[config.mk]
export PLATFORM = sky130hd
export DESIGN_NAME = rle_sprite_row_decoder
export DESIGN_NICKNAME = d
export VERILOG_FILES = /design/src/sv/rsrd_pkg.sv /design/src/sv/rle_sprite_row_decoder.sv
export SDC_FILE = /design/constraint.sdc
export NUM_CORES = 1
export LEC_CHECK = 0
export BUFFER_PORTS_ARGS = -buffer_cell sky130_fd_sc_hd__buf_2
export CAP_MARGIN = 40
export CORE_ASPECT_RATIO = 0.7
export CORE_MARGIN = 5
export CORE_UTILIZATION = 50
export CTS_CLUSTER_DIAMETER = 60
export CTS_CLUSTER_SIZE = 16
export DETAILED_ROUTE_END_ITERATION = 12
export GPL_TIMING_DRIVEN = 0
export PLACE_DENSITY_LB_ADDON = 0.12
export SLEW_MARGIN = 10
export SYNTH_ARGS = -nofsm -noshare
export SYNTH_HDL_FRONTEND = slang
export SYNTH_SLANG_ARGS = --single-unit
[constraint.sdc]
create_clock -name clk_i -period 6.9 [get_ports clk_i]
set_input_delay 0.69 -clock clk_i [delete_from_list [all_inputs] [get_ports clk_i]]
set_output_delay 0.69 -clock clk_i [all_outputs]
set_load 0.02 [all_outputs]
[src/sv/rsrd_pkg.sv]
`timescale 1ns / 1ps
// ----------------------------------------------------------------------------
// rsrd_pkg
// Shared types, command codes and helpers of the run-length sprite row
// decoder.
// ----------------------------------------------------------------------------
package rsrd_pkg;

  localparam int unsigned ColW      = 11;
  localparam int unsigned CountW    = 12;
  localparam logic [ColW-1:0] MaxWidth  = 11'd1024;
  localparam logic [ColW-1:0] ColSat    = 11'd2047;
  localparam logic [9:0]      RunXSat   = 10'd1023;

  localparam logic [7:0] OpSkipCount = 8'h03;
  localparam logic [7:0] OpNone      = 8'h00;
  localparam logic [7:0] OpOne       = 8'h01;
  localparam logic [3:0] NibEndRow   = 4'hF;
  localparam logic [3:0] NibFill     = 4'h7;
  localparam logic [3:0] NibPList    = 4'h6;
  localparam logic [3:0] NibPFill    = 4'hA;
  localparam logic [3:0] NibGList    = 4'h2;
  localparam logic [1:0] LowList     = 2'b00;
  localparam logic [1:0] LowSkip     = 2'b01;
  localparam logic [7:0] EndRowByte  = {4'h0, NibEndRow};

  typedef enum logic [1:0] {
    KIND_ROW_START = 2'd0,
    KIND_ROW_SKIP  = 2'd1,
    KIND_STREAM    = 2'd2
  } kind_e;

  typedef enum logic [1:0] {
    ERR_OK      = 2'd0,
    ERR_UNKNOWN = 2'd1,
    ERR_WIDTH   = 2'd2
  } err_e;

  typedef enum logic [2:0] {
    PH_OPCODE  = 3'd0,
    PH_COUNT   = 3'd1,
    PH_GLOW    = 3'd2,
    PH_LIST    = 3'd3,
    PH_FILLVAL = 3'd4
  } phase_e;

  typedef enum logic [2:0] {
    CL_LIST  = 3'd0,
    CL_PLIST = 3'd1,
    CL_FILL  = 3'd2,
    CL_PFILL = 3'd3,
    CL_SKIP  = 3'd4
  } class_e;

  localparam logic [0:0] RegFrameWidth = 1'b0;
  localparam logic [0:0] RegPlayerRow  = 1'b1;

  // Phase that takes the data once the count of a command is known.
  function automatic phase_e data_phase(input class_e cls, input logic [CountW-1:0] cnt);
    phase_e ph;
    if (cls == CL_FILL || cls == CL_PFILL) begin
      ph = PH_FILLVAL;
    end else if (cnt != '0) begin
      ph = PH_LIST;
    end else begin
      ph = PH_OPCODE;
    end
    return ph;
  endfunction

  // Player colour: add 16 times (row plus one), modulo 256.
  function automatic logic [7:0] player_add(input logic [7:0] b, input logic [3:0] row);
    logic [3:0] rp1;
    rp1 = row + 4'd1;
    return b + {rp1, 4'b0000};
  endfunction

endpackage

[src/sv/rle_sprite_row_decoder.sv]
`timescale 1ns / 1ps
// ----------------------------------------------------------------------------
// rle_sprite_row_decoder
// Decodes a run-length sprite row command stream into pixel runs.
// ----------------------------------------------------------------------------
// The block takes one word per clock cycle while the output side does not stall
// and gives at most one run per word. A word passes an input register, is
// decoded by one level of logic against the row state, and its run lands in an
// output register. Stalls on the output side hold the pipeline; the input
// register keeps taking words while the output register drains. Configuration
// writes take effect on the next decoded word.
module rle_sprite_row_decoder
  import rsrd_pkg::*;
(
  input  logic        clk_i,
  input  logic        rst_ni,
  input  logic        s_axis_tvalid,
  output logic        s_axis_tready,
  // Bits from low: left_margin[9:0], stream_byte[17:10], zero padding.
  input  logic [23:0] s_axis_tdata,
  // Bits from low: kind[1:0].
  input  logic [1:0]  s_axis_tuser,
  output logic        m_axis_tvalid,
  input  logic        m_axis_tready,
  // Bits from low: run_x[9:0], run_length[17:10], pixel_value[25:18],
  // uses_player_color[26], zero padding.
  output logic [31:0] m_axis_tdata,
  // Bits from low: error_code[1:0].
  output logic [1:0]  m_axis_tuser,
  output logic        m_axis_tlast,
  input  logic        cfg_we_i,
  input  logic [0:0]  cfg_idx_i,
  input  logic [10:0] cfg_wdata_i
);

  logic [ColW-1:0]   frame_width_q;
  logic [3:0]        player_row_q;

  logic              in_valid_q;
  logic [1:0]        in_kind_q;
  logic [9:0]        in_margin_q;
  logic [7:0]        in_byte_q;

  phase_e            phase_q, phase_d;
  class_e            cls_q, cls_d;
  logic [CountW-1:0] left_q, left_d;
  logic [ColW-1:0]   column_q, column_d;
  logic              player_q, player_d;
  logic              resync_q, resync_d;

  logic              out_valid_q;
  logic [9:0]        out_x_q;
  logic [7:0]        out_len_q;
  logic [7:0]        out_val_q;
  logic              out_end_q;
  logic              out_player_q;
  err_e              out_err_q;

  logic              proc;
  logic              res_valid;
  logic [7:0]        res_len;
  logic [7:0]        res_val;
  logic              res_end;
  err_e              res_err;
  logic              run_req;
  logic [7:0]        run_len;
  logic [7:0]        run_val;
  logic [ColW-1:0]   limit;
  logic [ColW:0]     run_end;
  logic [3:0]        lo_nib;
  logic [3:0]        hi_nib;
  logic [7:0]        pl_byte;

  assign proc          = in_valid_q && (!out_valid_q || m_axis_tready);
  assign s_axis_tready = !in_valid_q || proc;

  assign lo_nib  = in_byte_q[3:0];
  assign hi_nib  = in_byte_q[7:4];
  assign pl_byte = player_add(in_byte_q, player_row_q);
  assign limit   = (frame_width_q < MaxWidth) ? frame_width_q : MaxWidth;

  always_comb begin
    phase_d  = phase_q;
    cls_d    = cls_q;
    left_d   = left_q;
    column_d = column_q;
    player_d = player_q;
    resync_d = resync_q;
    run_req  = 1'b0;
    run_len  = '0;
    run_val  = '0;
    res_valid = 1'b0;
    res_len  = '0;
    res_val  = '0;
    res_end  = 1'b0;
    res_err  = ERR_OK;

    if (in_kind_q == KIND_ROW_START) begin
      column_d = {1'b0, in_margin_q};
      phase_d  = PH_OPCODE;
      cls_d    = CL_LIST;
      left_d   = '0;
      resync_d = 1'b0;
    end else if (in_kind_q == KIND_STREAM) begin
      if (resync_q) begin
        if (in_byte_q == EndRowByte) begin
          resync_d  = 1'b0;
          phase_d   = PH_OPCODE;
          res_valid = 1'b1;
          res_end   = 1'b1;
        end
      end else begin
        unique case (phase_q)
          PH_COUNT: begin
            if (cls_q == CL_SKIP) begin
              phase_d = PH_OPCODE;
              run_req = 1'b1;
              run_len = in_byte_q;
            end else begin
              left_d  = {4'h0, in_byte_q};
              phase_d = data_phase(cls_q, {4'h0, in_byte_q});
            end
          end
          PH_GLOW: begin
            left_d  = left_q | {4'h0, in_byte_q};
            phase_d = data_phase(cls_q, left_q | {4'h0, in_byte_q});
          end
          PH_LIST: begin
            left_d  = left_q - 12'd1;
            if (left_q == {{(CountW-1){1'b0}}, 1'b1}) begin
              phase_d = PH_OPCODE;
            end
            run_req = 1'b1;
            run_len = 8'd1;
            run_val = (cls_q == CL_PLIST) ? pl_byte : in_byte_q;
          end
          PH_FILLVAL: begin
            phase_d = PH_OPCODE;
            run_req = 1'b1;
            run_len = left_q[7:0];
            run_val = (cls_q == CL_PFILL) ? pl_byte : in_byte_q;
          end
          default: begin
            phase_d = PH_OPCODE;
            if (in_byte_q == OpSkipCount) begin
              cls_d   = CL_SKIP;
              phase_d = PH_COUNT;
            end else if (in_byte_q[1:0] == LowList && in_byte_q != OpNone) begin
              cls_d   = CL_LIST;
              left_d  = {6'd0, in_byte_q[7:2]};
              phase_d = PH_LIST;
            end else if (in_byte_q[1:0] == LowSkip && in_byte_q != OpOne) begin
              run_req = 1'b1;
              run_len = {2'b00, in_byte_q[7:2]};
            end else if (lo_nib == NibEndRow) begin
              res_valid = 1'b1;
              res_end   = 1'b1;
            end else if (lo_nib == NibFill || lo_nib == NibPList || lo_nib == NibPFill) begin
              if (lo_nib == NibFill) begin
                cls_d = CL_FILL;
              end else if (lo_nib == NibPList) begin
                cls_d = CL_PLIST;
              end else begin
                cls_d = CL_PFILL;
              end
              if (lo_nib != NibFill) begin
                player_d = 1'b1;
              end
              if (hi_nib == 4'h0) begin
                phase_d = PH_COUNT;
              end else begin
                left_d  = {8'h00, hi_nib};
                phase_d = data_phase(cls_d, {8'h00, hi_nib});
              end
            end else if (lo_nib == NibGList) begin
              cls_d   = CL_LIST;
              left_d  = {hi_nib, 8'h00};
              phase_d = PH_GLOW;
            end else begin
              resync_d  = 1'b1;
              res_valid = 1'b1;
              res_err   = ERR_UNKNOWN;
            end
          end
        endcase
      end
    end

    run_end = {1'b0, column_q} + {4'b0000, run_len};
    if (run_req && run_len != 8'd0) begin
      res_valid = 1'b1;
      if (run_end > {1'b0, limit}) begin
        res_err = ERR_WIDTH;
      end else begin
        res_len = run_len;
        res_val = run_val;
      end
      column_d = run_end[ColW] ? ColSat : run_end[ColW-1:0];
    end
  end

  always_ff @(posedge clk_i or negedge rst_ni) begin
    if (!rst_ni) begin
      frame_width_q <= MaxWidth;
      player_row_q  <= '0;
    end else if (cfg_we_i) begin
      if (cfg_idx_i == RegFrameWidth) begin
        frame_width_q <= cfg_wdata_i;
      end else begin
        player_row_q  <= cfg_wdata_i[3:0];
      end
    end
  end

  always_ff @(posedge clk_i or negedge rst_ni) begin
    if (!rst_ni) begin
      in_valid_q  <= 1'b0;
      out_valid_q <= 1'b0;
      phase_q     <= PH_OPCODE;
      cls_q       <= CL_LIST;
      left_q      <= '0;
      column_q    <= '0;
      player_q    <= 1'b0;
      resync_q    <= 1'b0;
    end else begin
      if (s_axis_tready) begin
        in_valid_q <= s_axis_tvalid;
      end
      if (proc) begin
        phase_q  <= phase_d;
        cls_q    <= cls_d;
        left_q   <= left_d;
        column_q <= column_d;
        player_q <= player_d;
        resync_q <= resync_d;
        out_valid_q <= res_valid;
      end else if (m_axis_tready) begin
        out_valid_q <= 1'b0;
      end
    end
  end

  always_ff @(posedge clk_i) begin
    if (s_axis_tready && s_axis_tvalid) begin
      in_kind_q   <= s_axis_tuser;
      in_margin_q <= s_axis_tdata[9:0];
      in_byte_q   <= s_axis_tdata[17:10];
    end
    if (proc && res_valid) begin
      out_x_q      <= column_q[ColW-1] ? RunXSat : column_q[9:0];
      out_len_q    <= res_len;
      out_val_q    <= res_val;
      out_end_q    <= res_end;
      out_player_q <= player_q;
      out_err_q    <= res_err;
    end
  end

  assign m_axis_tvalid = out_valid_q;
  assign m_axis_tdata  = {5'd0, out_player_q, out_val_q, out_len_q, out_x_q};
  assign m_axis_tuser  = out_err_q;
  assign m_axis_tlast  = out_end_q;

  a_end_is_empty : assert property (@(posedge clk_i) disable iff (!rst_ni)
    m_axis_tvalid && m_axis_tlast |-> m_axis_tdata[17:10] == 8'd0 && m_axis_tuser == ERR_OK)
    else $error("row end word carries pixels or an error");

  a_err_is_empty : assert property (@(posedge clk_i) disable iff (!rst_ni)
    m_axis_tvalid && m_axis_tuser != ERR_OK |-> m_axis_tdata[25:10] == 16'd0 && !m_axis_tlast)
    else $error("error word carries a run");

  a_resync_phase : assert property (@(posedge clk_i) disable iff (!rst_ni)
    resync_q |-> phase_q == PH_OPCODE)
    else $error("resync outside the opcode phase");

  a_player_sticky : assert property (@(posedge clk_i) disable iff (!rst_ni)
    player_q |=> player_q)
    else $error("player colour flag cleared");

endmodule
==> results of run 1 <==
[layer usage]
layer | vias to the layer above | GRT usage | routed length (µm)
met2 | 280 | 0.316 | 6450
met4 | 0 | 0.0509 | 174
met1 | 2473 | 0.390 | 8420
met5 | - | 0 | 0
met3 | 18 | 0.0636 | 1950
li1 | 2442 | - | -
[stage by stage]
stage,instances,hold slack [ns]
final,858,0.292
after CTS,858,0.294
after floorplan,614,0.394
after detailed placement,842,0.440
after global placement,839,0.441
after global routing,858,0.321
[final cells by class]
cell class	count	area (µm²)	area share
multi-input cells	448	3060	0.439
flip-flops and latches	98	2700	0.389
repair buffers	71	385	0.0554
plain buffers	45	243	0.0349
clock buffers	10	239	0.0343
well taps	157	196	0.0282
inverters	23	86.3	0.0124
clock inverters	6	47.5	0.00683
[cell usage after synthesis (4+ instances only)]
cell type / n / area share
buf_2: 10 / 0.0083
nand3_1: 12 / 0.0099
a21o_1: 6 / 0.0074
nor4_1: 9 / 0.0093
clkbuf_1: 22 / 0.014
ha_1: 25 / 0.052
o22a_1: 4 / 0.0058
and2_1: 8 / 0.0083
xor2_1: 8 / 0.012
nor2b_1: 7 / 0.0072
nor3_1: 29 / 0.024
inv_1: 23 / 0.014
a31oi_1: 4 / 0.0041
o41ai_1: 8 / 0.012
nor4b_1: 5 / 0.0072
a32oi_1: 4 / 0.0058
buf_6: 5 / 0.0093
o31ai_1: 15 / 0.019
buf_4: 6 / 0.0074
nand2_1: 44 / 0.027
or2_2: 12 / 0.012
mux2_2: 14 / 0.026
nand4_1: 6 / 0.0062
edfxtp_1: 50 / 0.25
dfrtp_1: 47 / 0.19
xnor2_1: 13 / 0.019
nand2b_1: 11 / 0.011
a22oi_1: 7 / 0.0087
a21oi_1: 33 / 0.027
a211oi_1: 5 / 0.0062
o21ai_0: 26 / 0.021
a221oi_1: 5 / 0.0072
nor2_1: 52 / 0.032
o21a_1: 9 / 0.011
[worst max-delay path: stages, from the launching register on]
cell and delay [ns]:
dfrtp_1 0.36, clkbuf_2 0.15, nor3b_2 0.58, a32oi_1 0.25, a221oi_2 0.61, ha_1 0.39, and2_1 0.18, a221o_1 0.34
a221o_1 0.42, a41o_1 0.30, xnor2_1 0.35, ha_1 0.22, o21ai_0 0.08, nand2b_1 0.07, a21oi_1 0.07, o31ai_2 0.78
clkbuf_1 0.43, nor3_1 0.12
[how the worst max path moves through the flow]
stage / start / slack (ns) / end
after CTS: cls_q[1] / 1.12 / out_val_q[6]
after global routing: cls_q[1] / 0.63 / out_val_q[6]
after detailed placement: cls_q[1] / 1.14 / out_val_q[6]
after floorplan: in_byte_q[5] / 2.05 / out_val_q[4]
final: cls_q[1] / 0.93 / out_val_q[6]
after global placement: cls_q[1] / 0.79 / out_val_q[5]
[cells by family after synthesis]
logic type,synth area share
other,0.000619
flip-flops,0.446
XOR/XNOR,0.0303
AND/OR/NAND/NOR,0.184
adder cells (fa/ha/maj),0.0582
multiplexers,0.0334
AO/OA/AOI/OAI,0.193
buffers and inverters,0.0543
[registers in the layout, indices dropped and copies added, names as in the netlist, 2 cells and up]
signal         cells
in_margin_q       10
player_row_q       4
in_kind_q          2
out_val_q          8
out_len_q          8
column_q          11
phase_q            3
m_axis_tuser       2
frame_width_q     11
left_q            12
out_x_q           10
cls_q              3
in_byte_q          8
[where the power goes]
group          total (mW)  internal (mW)  switching (mW)
combinational        1.35          0.502           0.848
clock               0.485          0.258           0.226
sequential          0.914          0.797           0.117
total                2.75           1.56            1.19
==> summary.txt, run 1 <==
Outcome
  • Outcome: finished, final reports clean

Yosys
  • Cells after synthesis: roughly 600
  • Seq/Total Area, Yosys: 0.446
  • Post-synth design cell area: around 0.006 mm²
  • Avg Synthesized Cell Area: 9.94 µm²
  • Synth Register Bits: 98
  • Ys Warns: 0
  • Distinct cells, synth: 76
  • EDFF count, synth: 50
  • Primary FF master, synth: edfxtp_1
  • Async SR Flop Fraction: 0.490

Timing
  • Worst-Margin Slew: just under 0.9 ns
  • F_max: roughly 170 MHz
  • Clk_skew: between 0.01 and 0.015 ns
  • Final Setup Violations: 0
  • RSZ-0062 raised after global routing: no
  • Worst setup margin: 0.933 ns
  • Final hold vios: 0
  • Rel. slew slack: 0.403
  • Fin crit share: 0.865
  • Crit path time final: 5.97 ns
  • Slew Limit Fails: 0
  • Setup TNS: 0 ns

Setup path
  • Crit path launch type: flip-flop
  • R2r startpoint: cls_q[1]
  • CP required: 6.97 ns
  • Worst r2r path cells: 17
  • Crit Path Max Fanout: 10
  • Reg2reg end: out_val_q[6]
  • Critical path class: reg -> reg
  • Worst setup EP type: flip-flop
  • R2r setup slk: approximately 0.93 ns
  • Worst EP arrival: roughly 6.0 ns

CTS
  • Root Buffer: clkbuf_16
  • Num CTS Buffers: 9
  • Max Buffers Root-to-Sink: 2
  • CTS tree: built
  • Clock sink total: about 100
  • Post-CTS resize count: 0
  • Hold_buf cts: 0
  • Post-CTS setup buffers: 0
  • H-tree depth reported by CTS: 3
  • Worst-path clk slew: approximately 0.070 ns
  • Worst skew pair latency: 0.35 ns

Run
  • Max Cap Viol: 0

Routing
  • Vias post-DR: 5213
  • Total Wirelength: approximately 17 mm
  • Number of remaining DRC errors: 0
  • DR vias/cell: between 6 and 7
  • WL/cell: about 20 µm
  • Pre-antenna DRT Iters: 5
  • Number of routed nets with antenna violations: 0
  • Number of DRC markers in iteration 0: around 520

GRT
  • First-pass GRT wire length: ~27 mm
  • Pin count of the biggest net entering global routing: 33
  • GRT overflow: 0
  • Total Routing Usage GR: 0.240
  • Number of global-route vias before repair: 4763
  • Initial antenna violation count: 0

Power
  • Worst vdd ir: ~0.18 mV
  • Leak: 2.86 nW
  • PwrDens: 395 mW/mm²
  • Final Power: between 2 and 3 mW

Cells and area
  • Most frequent cells in the layout: buf_2, nor2_1, edfxtp_1
  • Ant. Diodes: 0
  • Layout cells sized above 1: 0.220
  • Fin area: between 0.006 and 0.007 mm²
  • Area grow syn2layout: 14.8%
  • Layout Nets: ~770
  • Most common cell after layout, fill and taps aside: buf_2
  • Final core utilization: 0.591
  • Fillers: ~1000

Hold path
  • Hold Path Class: in -> async

Floorplan
  • Die Ht: roughly 100 µm
  • Die Width: 142 µm
  • Core Footprint: between 0.01 and 0.015 mm²
  • Rows: 33
  • Starting Density: 0.515
  • Die Area: ~0.014 mm²
  • Ports: 80

Place
  • DP Wirelength: approximately 13 mm
  • IO buf count: between 60 and 70
  • Setup Slack @ Placement: approximately 1.1 ns
  • RD Place Congestion: roughly 0.95
  • DP Area: 0.00667 mm²
Power figures use the tool's default switching activity.
==> inputs of run 2 (changes only) <==
--- a/config.mk
+++ b/config.mk
@@ -5,14 +5,13 @@
 export SDC_FILE = /design/constraint.sdc
 export NUM_CORES = 1
 export LEC_CHECK = 0
-export BUFFER_PORTS_ARGS = -buffer_cell sky130_fd_sc_hd__buf_2
 export CAP_MARGIN = 40
 export CORE_ASPECT_RATIO = 0.7
 export CORE_MARGIN = 5
 export CORE_UTILIZATION = 50
-export CTS_CLUSTER_DIAMETER = 60
 export CTS_CLUSTER_SIZE = 16
 export DETAILED_ROUTE_END_ITERATION = 12
+export DONT_BUFFER_PORTS = 1
 export GPL_TIMING_DRIVEN = 0
 export PLACE_DENSITY_LB_ADDON = 0.12
 export SLEW_MARGIN = 10
==> run 2 against run 1 <==
Hold slack got worse by 0.26 ns. Die area unchanged. Final cell count decreased by 8.0%. Design area decreased by 4.7%. Maximum frequency rose by 0.69%. Non-clock buffer count decreased by 69. Register-to-register slack improved by 0.04 ns. Largest cell class unchanged. Flip-flop and latch count did not move. Sequential power up 7.3%.
==> summary.txt, run 2 (synthesized netlist as in run 1, its figures left out) <==
Outcome
  • Outcome: finished, final reports clean

Cells and area
  • Multi-input logic area: approximately 0.003 mm²
  • Fillers: 1021
  • Top Registers: left_q: 12 flops, column_q: 11 flops, frame_width_q: 11 flops
  • Final core utilization: 0.563
  • Reg with most FFs: left_q
  • Layout cells sized above 1: 0.133
  • Area grow syn2layout: 9.35%
  • Seq. cell area: 0.00270 mm²
  • Ant. Diodes: 0
  • Most common cell after layout, fill and taps aside: nor2_1
  • Most frequent cells in the layout: nor2_1, edfxtp_1, dfrtp_1
  • Max reg flops: 12
  • Layout Nets: between 600 and 700

CTS
  • H-tree depth reported by CTS: 3
  • Num CTS Buffers: 9
  • Root Buffer: clkbuf_16
  • Post-CTS resize count: 0
  • Max Buffers Root-to-Sink: 2
  • CTS tree: built
  • Worst-path clk slew: around 0.070 ns
  • Worst skew pair latency: 0.34 ns
  • Clock sink total: between 90 and 100
  • Hold_buf cts: 0
  • Post-CTS setup buffers: 0

Power
  • Worst vdd ir: around 0.17 mV
  • Part of the power in combinational logic: 0.444
  • Internal power: about 1.6 mW
  • Sw frac: 0.423
  • Clock share of power: 0.200
  • PwrDens: just over 400 mW/mm²
  • P_sw: 1.16 mW
  • Leak: around 2.6 nW
  • Reg power frac: 0.357

Setup path
  • WP buf/inv: 2
  • Worst EP arrival: around 6.0 ns
  • Slowest stage delay, CP: a little under 0.8 ns
  • Worst setup EP type: flip-flop
  • Critical-path top delay cell: o31ai_2
  • Crit Path Max Fanout: 10
  • Delay-heaviest family, CP: compound AO/OA/AOI/OAI gates
  • Crit path launch type: flip-flop
  • Critical path class: reg -> reg
  • Worst-path cell chain: clkbuf_2 > nor3b_2 > a32oi_1 > a221oi_2 > ha_1 > and2_1 > a221o_1 > a221o_1 > a41o_1 > xnor2_1 > ha_1 > o21ai_0 > nand2b_1 > a21oi_1 > o31ai_2 > clkbuf_1 > nor3_1
  • CP required: 6.98 ns

GRT
  • Number of global-route vias before repair: roughly 4700
  • First-pass GRT wire length: approximately 26 mm
  • Initial antenna violation count: 1
  • GRT overflow: 0
  • Total Routing Usage GR: 0.233
  • Pin count of the biggest net entering global routing: between 40 and 50

Timing
  • Fin crit share: 0.859
  • Rel. slew slack: 0.392
  • RSZ-0062 raised after global routing: no
  • Clk_skew: between 0.008 and 0.009 ns
  • Crit path time final: between 5 and 6 ns
  • Setup TNS: 0 ns
  • Final Setup Violations: 0
  • Final hold vios: 0
  • Worst-Margin Slew: a little over 0.9 ns
  • Slew Limit Fails: 0
  • F_max: between 150 and 200 MHz

Floorplan
  • Core Footprint: between 0.01 and 0.015 mm²
  • Die Area: 0.0145 mm²
  • Starting Density: 0.515
  • Ports: 80
  • Rows: 33
  • Die Width: ~140 µm
  • Die Ht: 102 µm

Routing
  • Total Wirelength: 16.6 mm
  • WL/cell: 21.1 µm
  • Vias post-DR: roughly 5000
  • Number of routed nets with antenna violations: 0
  • DR vias/cell: 6.38
  • Number of remaining DRC errors: 0
  • Number of DRC markers in iteration 0: ~620
  • Pre-antenna DRT Iters: 5

Place
  • IO buf count: 0
  • RD Place Congestion: approximately 0.99
  • DP Wirelength: roughly 13 mm

Hold path
  • Hold Path Class: in -> async

Run
  • Max Cap Viol: 0
[run 2: changes by cell type in the layout (fill, tap and decap cells not counted)]
cell,change
buf_12,-1
buf_2,-67
bufinv_16,+2
clkbuf_8,-1
clkdlybuf4s18_2,-1
clkinv_1,+1
clkinv_2,-1
clkinv_4,-1
[run 2: layer usage]
| layer | part of all wire | vias to the layer above | GRT usage |
|---|---|---|---|
| li1 | - | 2302 | - |
| met2 | 0.39 | 302 | 0.319 |
| met4 | 0.011 | 2 | 0.0457 |
| met5 | 0.00042 | - | 0 |
| met3 | 0.12 | 28 | 0.0748 |
| met1 | 0.48 | 2401 | 0.362 |
[run 2: final cells by class]
class,instances,area share
buffer,45,0.0366
multi-input combinational,448,0.461
sequential,98,0.408
tap,157,0.0296
inverter,23,0.0130
timing repair buffer,2,0.00302
clock buffer,9,0.0340
clock inverter,7,0.0147
[run 2: path summary, 6_finish.rpt]
path,start,to,slack [ns],depth (start not counted)
max,cls_q[1],out_val_q[7],0.97,17
min,rst_ni,left_q[8],0.04,0
max reg2reg,cls_q[1],out_val_q[7],0.97,17
min reg2reg,player_q,out_player_q,0.44,0
max in group asynchronous,rst_ni,frame_width_q[10],6.67,0
min in group clk_i,s_axis_tdata[8],in_margin_q[8],0.44,0
[run 2: stage by stage]
step           instances  worst slack, ns  hold slack [ns]  total power [mW]  area [µm²]
2_1_floorplan        614             2.05            0.394              1.85        6080
3_3_place_gp         771            0.812            0.397              2.14        6270
3_5_place_dp         773             1.10            0.397              2.18        6310
4_1_cts              789             1.08           0.0246              2.73        6630
5_1_grt              789            0.656           0.0242              2.92        6630
6_report             789            0.974           0.0360              2.75        6630
[run 2: power by group through the flow]
stage | registers, mW | clock network (mW) | logic (mW)
after floorplan | 0.944 | 0 | 0.908
after global placement | 0.989 | 0 | 1.15
after detailed placement | 0.991 | 0 | 1.19
after CTS | 0.979 | 0.557 | 1.20
after global routing | 1.00 | 0.578 | 1.34
final | 0.981 | 0.549 | 1.22
